--- src/rtl/core/ppq_pkg.sv ---
`default_nettype none

package ppq_pkg;

    localparam int QUEUE_DEPTH = 32;
    localparam int ID_W        = 5;
    localparam int PRIO_W      = 8;
    localparam int CMD_W       = 2;
    localparam int STATUS_W    = 2;
    localparam int COUNT_W     = $clog2(QUEUE_DEPTH + 1);
    localparam int OUT_COUNT_W = 6;
    localparam int IN_DATA_W   = 16;
    localparam int OUT_DATA_W  = 24;

    localparam logic [CMD_W-1:0] CMD_INSERT      = 2'd0;
    localparam logic [CMD_W-1:0] CMD_REMOVE_HEAD = 2'd1;
    localparam logic [CMD_W-1:0] CMD_REMOVE_ID   = 2'd2;
    localparam logic [CMD_W-1:0] CMD_PEEK        = 2'd3;

    localparam logic [STATUS_W-1:0] STATUS_OK    = 2'd0;
    localparam logic [STATUS_W-1:0] STATUS_EMPTY = 2'd1;
    localparam logic [STATUS_W-1:0] STATUS_FULL  = 2'd2;

    localparam logic [1:0] OP_HOLD      = 2'd0;
    localparam logic [1:0] OP_INSERT    = 2'd1;
    localparam logic [1:0] OP_SHIFT_ALL = 2'd2;
    localparam logic [1:0] OP_REMOVE_ID = 2'd3;

    typedef struct packed {
        logic [ID_W-1:0]   id;
        logic [PRIO_W-1:0] prio;
    } entry_t;

    typedef struct packed {
        logic [1:0] op;
        entry_t     req;
    } cell_ctrl_t;

endpackage

`default_nettype wire

--- src/rtl/core/ppq_cell.sv ---
`default_nettype none

module ppq_cell
    import ppq_pkg::*;
(
    input  wire logic       clk,
    input  wire cell_ctrl_t ctrl,
    input  wire logic       occupied,
    input  wire logic       before_hit,
    input  wire logic       left_ins,
    input  wire entry_t     left_entry,
    input  wire entry_t     right_entry,
    output entry_t          entry,
    output logic            ins_here,
    output logic            match
);

    entry_t entry_reg;
    entry_t entry_next;

    assign entry    = entry_reg;
    assign ins_here = !occupied || (ctrl.req.prio > entry_reg.prio);
    assign match    = occupied && (entry_reg.id == ctrl.req.id);

    always_comb
    begin
        entry_next = entry_reg;
        unique case (ctrl.op)
            OP_INSERT:
            begin
                if (left_ins)
                begin
                    entry_next = left_entry;
                end
                else if (ins_here)
                begin
                    entry_next = ctrl.req;
                end
            end
            OP_SHIFT_ALL:
            begin
                entry_next = right_entry;
            end
            OP_REMOVE_ID:
            begin
                if (before_hit || match)
                begin
                    entry_next = right_entry;
                end
            end
            default:
            begin
                entry_next = entry_reg;
            end
        endcase
    end

    always_ff @(posedge clk)
    begin
        entry_reg <= entry_next;
    end

endmodule

`default_nettype wire

--- src/rtl/core/process_priority_queue.sv ---
`default_nettype none

// Channel   Direction  Payload (tdata, low bit first)
// s_axis    in         command[1:0], process_id[6:2], priority_req[14:7], zero[15]
// m_axis    out        status[1:0], result_id[6:2], result_priority[14:7],
//                      is_empty[15], entry_count[21:16], zero[23:22]
//
// One transaction per cycle: every cell of the sorted chain compares against the
// request in parallel and shifts or loads in the same cycle; the result appears
// in the output register on the next cycle. rst_n clears the fill count and the
// output valid. A stalled output holds s_axis_tready low only while its register
// is full and m_axis_tready is low.

module process_priority_queue
    import ppq_pkg::*;
(
    input  wire logic                  clk,
    input  wire logic                  rst_n,
    input  wire logic                  s_axis_tvalid,
    output logic                       s_axis_tready,
    input  wire logic [IN_DATA_W-1:0]  s_axis_tdata,  // command, process_id, priority_req
    output logic                       m_axis_tvalid,
    input  wire logic                  m_axis_tready,
    output logic [OUT_DATA_W-1:0]      m_axis_tdata   // status, result_id, result_priority,
                                                      // is_empty, entry_count
);

    logic [COUNT_W-1:0]    count_reg;
    logic [COUNT_W-1:0]    count_next;
    logic                  out_valid_reg;
    logic [OUT_DATA_W-1:0] out_data_reg;
    logic [OUT_DATA_W-1:0] out_data_next;

    logic [CMD_W-1:0]      cmd;
    entry_t                req;
    cell_ctrl_t            ctrl;
    logic                  accept;

    entry_t                cell_entry [QUEUE_DEPTH];
    logic [QUEUE_DEPTH-1:0] cell_ins;
    logic [QUEUE_DEPTH-1:0] cell_match;
    logic [QUEUE_DEPTH-1:0] cell_occupied;
    logic [QUEUE_DEPTH-1:0] cell_before;

    logic                  empty;
    logic                  full;
    logic                  found;
    entry_t                hit_entry;
    entry_t                head_after_ins;
    logic [STATUS_W-1:0]   res_status;
    entry_t                res_entry;

    assign cmd      = s_axis_tdata[CMD_W-1:0];
    assign req.id   = s_axis_tdata[CMD_W +: ID_W];
    assign req.prio = s_axis_tdata[CMD_W+ID_W +: PRIO_W];

    assign s_axis_tready = !out_valid_reg || m_axis_tready;
    assign accept        = s_axis_tvalid && s_axis_tready;

    assign empty = (count_reg == '0);
    assign full  = (count_reg == COUNT_W'(QUEUE_DEPTH));
    assign found = |cell_match;

    genvar k;
    generate
        for (k = 0; k < QUEUE_DEPTH; k++)
        begin : g_cell
            entry_t left_e;
            entry_t right_e;
            logic   left_i;
            logic   before_i;

            assign cell_occupied[k] = (COUNT_W'(k) < count_reg);

            if (k == 0)
            begin : g_first
                assign left_e   = cell_entry[0];
                assign left_i   = 1'b0;
                assign before_i = 1'b0;
            end
            else
            begin : g_rest
                assign left_e   = cell_entry[k-1];
                assign left_i   = cell_ins[k-1];
                assign before_i = |cell_match[k-1:0];
            end

            if (k == QUEUE_DEPTH - 1)
            begin : g_last
                assign right_e = cell_entry[k];
            end
            else
            begin : g_mid
                assign right_e = cell_entry[k+1];
            end

            assign cell_before[k] = before_i;

            ppq_cell u_cell (
                .clk         (clk),
                .ctrl        (ctrl),
                .occupied    (cell_occupied[k]),
                .before_hit  (before_i),
                .left_ins    (left_i),
                .left_entry  (left_e),
                .right_entry (right_e),
                .entry       (cell_entry[k]),
                .ins_here    (cell_ins[k]),
                .match       (cell_match[k])
            );
        end
    endgenerate

    always_comb
    begin
        hit_entry = '0;
        for (int i = 0; i < QUEUE_DEPTH; i++)
        begin
            if (cell_match[i] && !cell_before[i])
            begin
                hit_entry = hit_entry | cell_entry[i];
            end
        end
    end

    assign head_after_ins = cell_ins[0] ? req : cell_entry[0];

    always_comb
    begin
        ctrl.req   = req;
        ctrl.op    = OP_HOLD;
        count_next = count_reg;
        res_status = STATUS_OK;
        res_entry  = '0;
        unique case (cmd)
            CMD_INSERT:
            begin
                if (full)
                begin
                    res_status = STATUS_FULL;
                end
                else
                begin
                    ctrl.op    = OP_INSERT;
                    count_next = count_reg + COUNT_W'(1);
                    res_entry  = head_after_ins;
                end
            end
            CMD_REMOVE_HEAD:
            begin
                if (empty)
                begin
                    res_status = STATUS_EMPTY;
                end
                else
                begin
                    ctrl.op    = OP_SHIFT_ALL;
                    count_next = count_reg - COUNT_W'(1);
                    res_entry  = cell_entry[0];
                end
            end
            CMD_REMOVE_ID:
            begin
                if (!found)
                begin
                    res_status = STATUS_EMPTY;
                end
                else
                begin
                    ctrl.op    = OP_REMOVE_ID;
                    count_next = count_reg - COUNT_W'(1);
                    res_entry  = hit_entry;
                end
            end
            CMD_PEEK:
            begin
                if (empty)
                begin
                    res_status = STATUS_EMPTY;
                end
                else
                begin
                    res_entry = cell_entry[0];
                end
            end
            default:
            begin
                res_status = STATUS_EMPTY;
            end
        endcase
        if (!accept)
        begin
            ctrl.op    = OP_HOLD;
            count_next = count_reg;
        end
    end

    always_comb
    begin
        out_data_next = '0;
        out_data_next[STATUS_W-1:0]                    = res_status;
        out_data_next[STATUS_W +: ID_W]                = res_entry.id;
        out_data_next[STATUS_W+ID_W +: PRIO_W]         = res_entry.prio;
        out_data_next[STATUS_W+ID_W+PRIO_W]            = (count_next == '0);
        out_data_next[STATUS_W+ID_W+PRIO_W+1 +: OUT_COUNT_W] =
            OUT_COUNT_W'(count_next);
    end

    always_ff @(posedge clk or negedge rst_n)
    begin
        if (!rst_n)
        begin
            count_reg     <= '0;
            out_valid_reg <= 1'b0;
        end
        else
        begin
            count_reg <= count_next;
            if (accept)
            begin
                out_valid_reg <= 1'b1;
            end
            else if (m_axis_tready)
            begin
                out_valid_reg <= 1'b0;
            end
        end
    end

    always_ff @(posedge clk)
    begin
        if (accept)
        begin
            out_data_reg <= out_data_next;
        end
    end

    assign m_axis_tvalid = out_valid_reg;
    assign m_axis_tdata  = out_data_reg;

endmodule

`default_nettype wire

--- config.mk ---
export PLATFORM = sky130hd
export DESIGN_NAME = process_priority_queue
export DESIGN_NICKNAME = d
export VERILOG_FILES = /design/src/rtl/core/ppq_pkg.sv /design/src/rtl/core/ppq_cell.sv /design/src/rtl/core/process_priority_queue.sv
export SDC_FILE = /design/constraint.sdc
export NUM_CORES = 2
export LEC_CHECK = 0
export ABC_AREA = 1
export BUFFER_PORTS_ARGS = -buffer_cell sky130_fd_sc_hd__buf_4
export CAP_MARGIN = 10
export CORE_AREA = 4 4 257 360
export CTS_CLUSTER_SIZE = 40
export DETAILED_ROUTE_END_ITERATION = 8
export DIE_AREA = 0 0 261 364
export GPL_ROUTABILITY_DRIVEN = 0
export SYNTH_ARGS = -nofsm -noshare
export SYNTH_HDL_FRONTEND = slang
export SYNTH_SLANG_ARGS = --single-unit
--- constraint.sdc ---
create_clock -name clk -period 7.9 [get_ports clk]
set_input_delay 0.79 -clock clk [delete_from_list [all_inputs] [get_ports clk]]
set_output_delay 0.79 -clock clk [all_outputs]
set_load 0.02 [all_outputs]
==> results.py <==
metrics = {
    "timing": {
        "worst_pin_slew_ns": 1.38,
        "min_period_over_period_pct": 80.4,
        "setup_violations": 0,
        "finalMaxSlewViolations": 0,
        "hold_viol": 0,
        "maxSlewHeadroom_pct": 8.32,
        "period_needed_ns": 6.35,
        "fmax_mhz": 157,
        "finClkSkew_ns": 0.0376,
        "setup_tns_ns": 0,
        "rsz0062_at_grt": "false",
    },
    "floorplan": {
        "die_area_sq_mm": 0.0950,
        "ios": 46,
        "start_util_pct": 39.7,
        "die_h_um": 364,
        "core_sq_mm": 0.0893,
        "rows": 130,
        "die_width_um": 261,
    },
    "place": {
        "portBuffers": 42,
        "dp_hpwl_um": 99600,
        "dp_cells": 5564,
    },
    "clock_tree": {
        "h-tree-depth": 2,
        "cts_buffer_depth": 3,
        "numCtsBuffers": 50,
        "cts_tree": "yes",
        "worstSkewPairLatency_ns": 0.64,
        "cts.clk_slew.worst_paths_ns": 0.07,
        "cts-root-buf": "clkbuf_16",
        "cts.repair.resized": 0,
        "clock_sinks": 445,
    },
    "setup_path": {
        "crit_type": "reg -> reg",
        "worstSetupStartpointType": "flip-flop",
        "endpoint_kind": "flip-flop",
        "path_max_fanout": 114,
        "worstPathArrival_ns": 6.80,
        "required_ns": 8.35,
    },
    "global_routing": {
        "gr-total-overflow": 0,
        "antenna_found_initial": 1,
        "grt_pass1_wl_um": 200000,
        "grt.total_usage_pct": 27.6,
        "first_global_vias": 31600,
        "grt_max_degree": 280,
    },
    "run_status": {
        "outcome": "completed",
    },
    "synth": {
        "synth-async-reset-ratio_pct": 1.57,
        "synth_area_leaders": "edfxtp_1 37%, nand2_1 11%, ha_1 9.2%",
        "synth_area_sq_mm": 0.0354,
        "synth-seq-cells": 445,
        "synth_edf_count": 438,
        "yosys.area.top_type": "edfxtp_1",
        "synth.distinct_cells": 49,
        "synth_top_area_share_pct": 37.1,
        "ys.flop_type": "edfxtp_1",
        "ys_seq_area_share_pct": 37.6,
        "syn_avg_cell_area_sq_um": 7.81,
        "ys_warn_count": 0,
        "synthCells": 4536,
    },
    "drt": {
        "first_pass_iters": 6,
        "dr_total_vias": 33400,
        "detail-route-antenna-nets": 0,
        "wire_per_inst_um": 23.9,
        "routed_wl_um": 135000,
        "drt_iter0_drc": 3331,
        "routed_via_density": 5.90,
        "drc": 0,
    },
    "power": {
        "ir_drop_mv": 0.192,
        "p_switching_mw": 6.39,
        "clkPwrFrac_pct": 18.4,
        "p_sw_share_pct": 46.9,
        "seqPwrFrac_pct": 32.4,
        "leakagePower_nw": 16.0,
        "combPwrFrac_pct": 49.2,
        "p_int_mw": 7.24,
        "powerDensity_mw_per_mm2": 358,
    },
    "hold_path": {
        "hp-class": "in -> reg",
    },
    "flow_run": {
        "cap_violations": 0,
    },
    "finish": {
        "nNetsFinal": 4711,
        "stdcell_count": 5663,
        "areaGrowthSynthToFinish_pct": 7.39,
        "drive_gt1_share_pct": 5.52,
        "largest_reg_flops": 416,
    },
}
[kinds of logic after synthesis]
family	Yosys count	share of synthesized area, %
AO/OA/AOI/OAI	1179	20.0
XOR/XNOR	101	2.50
adder cells (fa/ha/maj)	260	9.18
buffers and inverters	825	10.1
flip-flops	445	37.6
other	1	0.0106
AND/OR/NAND/NOR	1725	20.6
[critical path, stage by stage (launching register included)]
cell      delay, ns
dfrtp_1        0.46
inv_1          0.26
ha_1           0.50
nand3_2        0.11
buf_4          0.22
inv_2          0.10
nor2_2         0.13
nor2_4         0.55
and2_2         0.33
nand2_2        0.17
nor2_4         0.19
nand3b_1       0.10
nand2_2        0.14
nand2_2        0.13
nand2_8        0.44
buf_4          0.93
buf_4          0.84
o211ai_1       0.23
o21ai_0        0.13
[power groups by stage]
stage / Combinational [mW] / Clock (mW) / Sequential, mW
3_3_place_gp: 6.46 / 0 / 4.44
3_5_place_dp: 6.57 / 0 / 4.44
6_report: 6.71 / 2.50 / 4.42
5_1_grt: 7.40 / 2.62 / 4.48
4_1_cts: 6.60 / 2.52 / 4.40
2_1_floorplan: 4.58 / 0 / 4.19
[metal layers]
layer	track usage, %	vias to the layer above	wire length, um	share of wire (%)
met5	0	-	0	0
met4	16.3	0	9850	7.3
met3	3.76	391	8880	6.6
met2	48.0	1491	65900	49
met1	32.3	15900	50500	37
li1	-	15700	-	-
[final cells by class]
type                    instances  area, sq um
well taps                    1188         1490
fillers                      9114        51200
inverters                     548         2060
multi-input cells            3267        18600
flip-flops and latches        445        13300
clock inverters                28          302
diodes                          2         5.00
clock buffers                  66         1380
repair buffers                119          908
[worst paths after layout]
path	slack [ns]	to	startpoint	cells after the start
min in group asynchronous	0.54	count_reg[5]$_DFF_PN0_	rst_n	2
worst min-delay path	0.37	m_axis_tvalid$_DFFE_PN0P_	s_axis_tvalid	3
worst max register to register	1.55	g_cell[6].u_cell.entry[0]$_DFFE_PP_	count_reg[1]$_DFF_PN0_	18
worst max-delay path	1.55	g_cell[6].u_cell.entry[0]$_DFFE_PP_	count_reg[1]$_DFF_PN0_	18
worst min register to register	0.54	m_axis_tvalid$_DFFE_PN0P_	m_axis_tvalid$_DFFE_PN0P_	2
max in group asynchronous	7.20	count_reg[4]$_DFF_PN0_	rst_n	2
[synth_stat cells, drive strengths merged (2+ instances only)]
cell type,count
clkbuf,175
o21a,9
nand2,1033
inv,531
nand3,146
nor2,318
o41ai,13
o32ai,2
a21oi,135
or2,2
nor4,4
a31oi,14
o22ai,13
o221ai,14
a32oi,13
ha,260
a22oi,3
dfrtp,7
buf,102
clkinv,17
a221oi,11
o21ai,586
nand3b,13
xnor2,54
nor3,48
nand4,158
a211oi,8
edfxtp,438
o211ai,356
xor2,47
[what timing repair did]
action | CTS | global route
buffers inserted | 0 | 0
hold endpoints to repair | 7 | 0
hold buffers | 1 | 0
[per-stage QoR]
step | worst slack, ns | utilization [%] | total power [mW] | hold slack [ns] | area (sq um)
floorplan | 3.08 | - | 8.77 | 0.494 | 35400
global placement | 1.28 | 40.7 | 10.9 | 0.507 | 36300
detailed placement | 1.24 | 40.7 | 11.0 | 0.527 | 36300
CTS | 1.67 | 42.6 | 13.5 | 0.344 | 38000
global route | 1.13 | 42.6 | 14.5 | 0.362 | 38100
finish | 1.55 | 42.6 | 13.6 | 0.370 | 38100
[layout by cell type, fill, tap and decap left out, types with 5 or more instances in the layout]
cell / count
o21a_1: 9
o211ai_1: 356
xnor2_1: 54
clkbuf_16: 51
a21oi_1: 135
o21ai_1: 125
nand4_1: 158
ha_1: 260
o21ai_2: 5
dfrtp_1: 7
nor2_4: 9
o22ai_1: 12
bufinv_16: 6
clkinv_1: 27
inv_2: 19
nor3_2: 6
buf_4: 117
edfxtp_1: 438
a211oi_1: 8
clkinv_2: 8
nand3b_1: 13
nand2_1: 1027
inv_1: 513
clkbuf_1: 10
nand3_1: 143
nor3_1: 42
nor2_1: 306
a31oi_1: 14
clkbuf_8: 5
xor2_1: 47
nand2_2: 5
o41ai_1: 13
a32oi_1: 13
o21ai_0: 456
a221oi_1: 11
o221ai_1: 14
No activity file was read; power rests on OpenSTA's default activity.
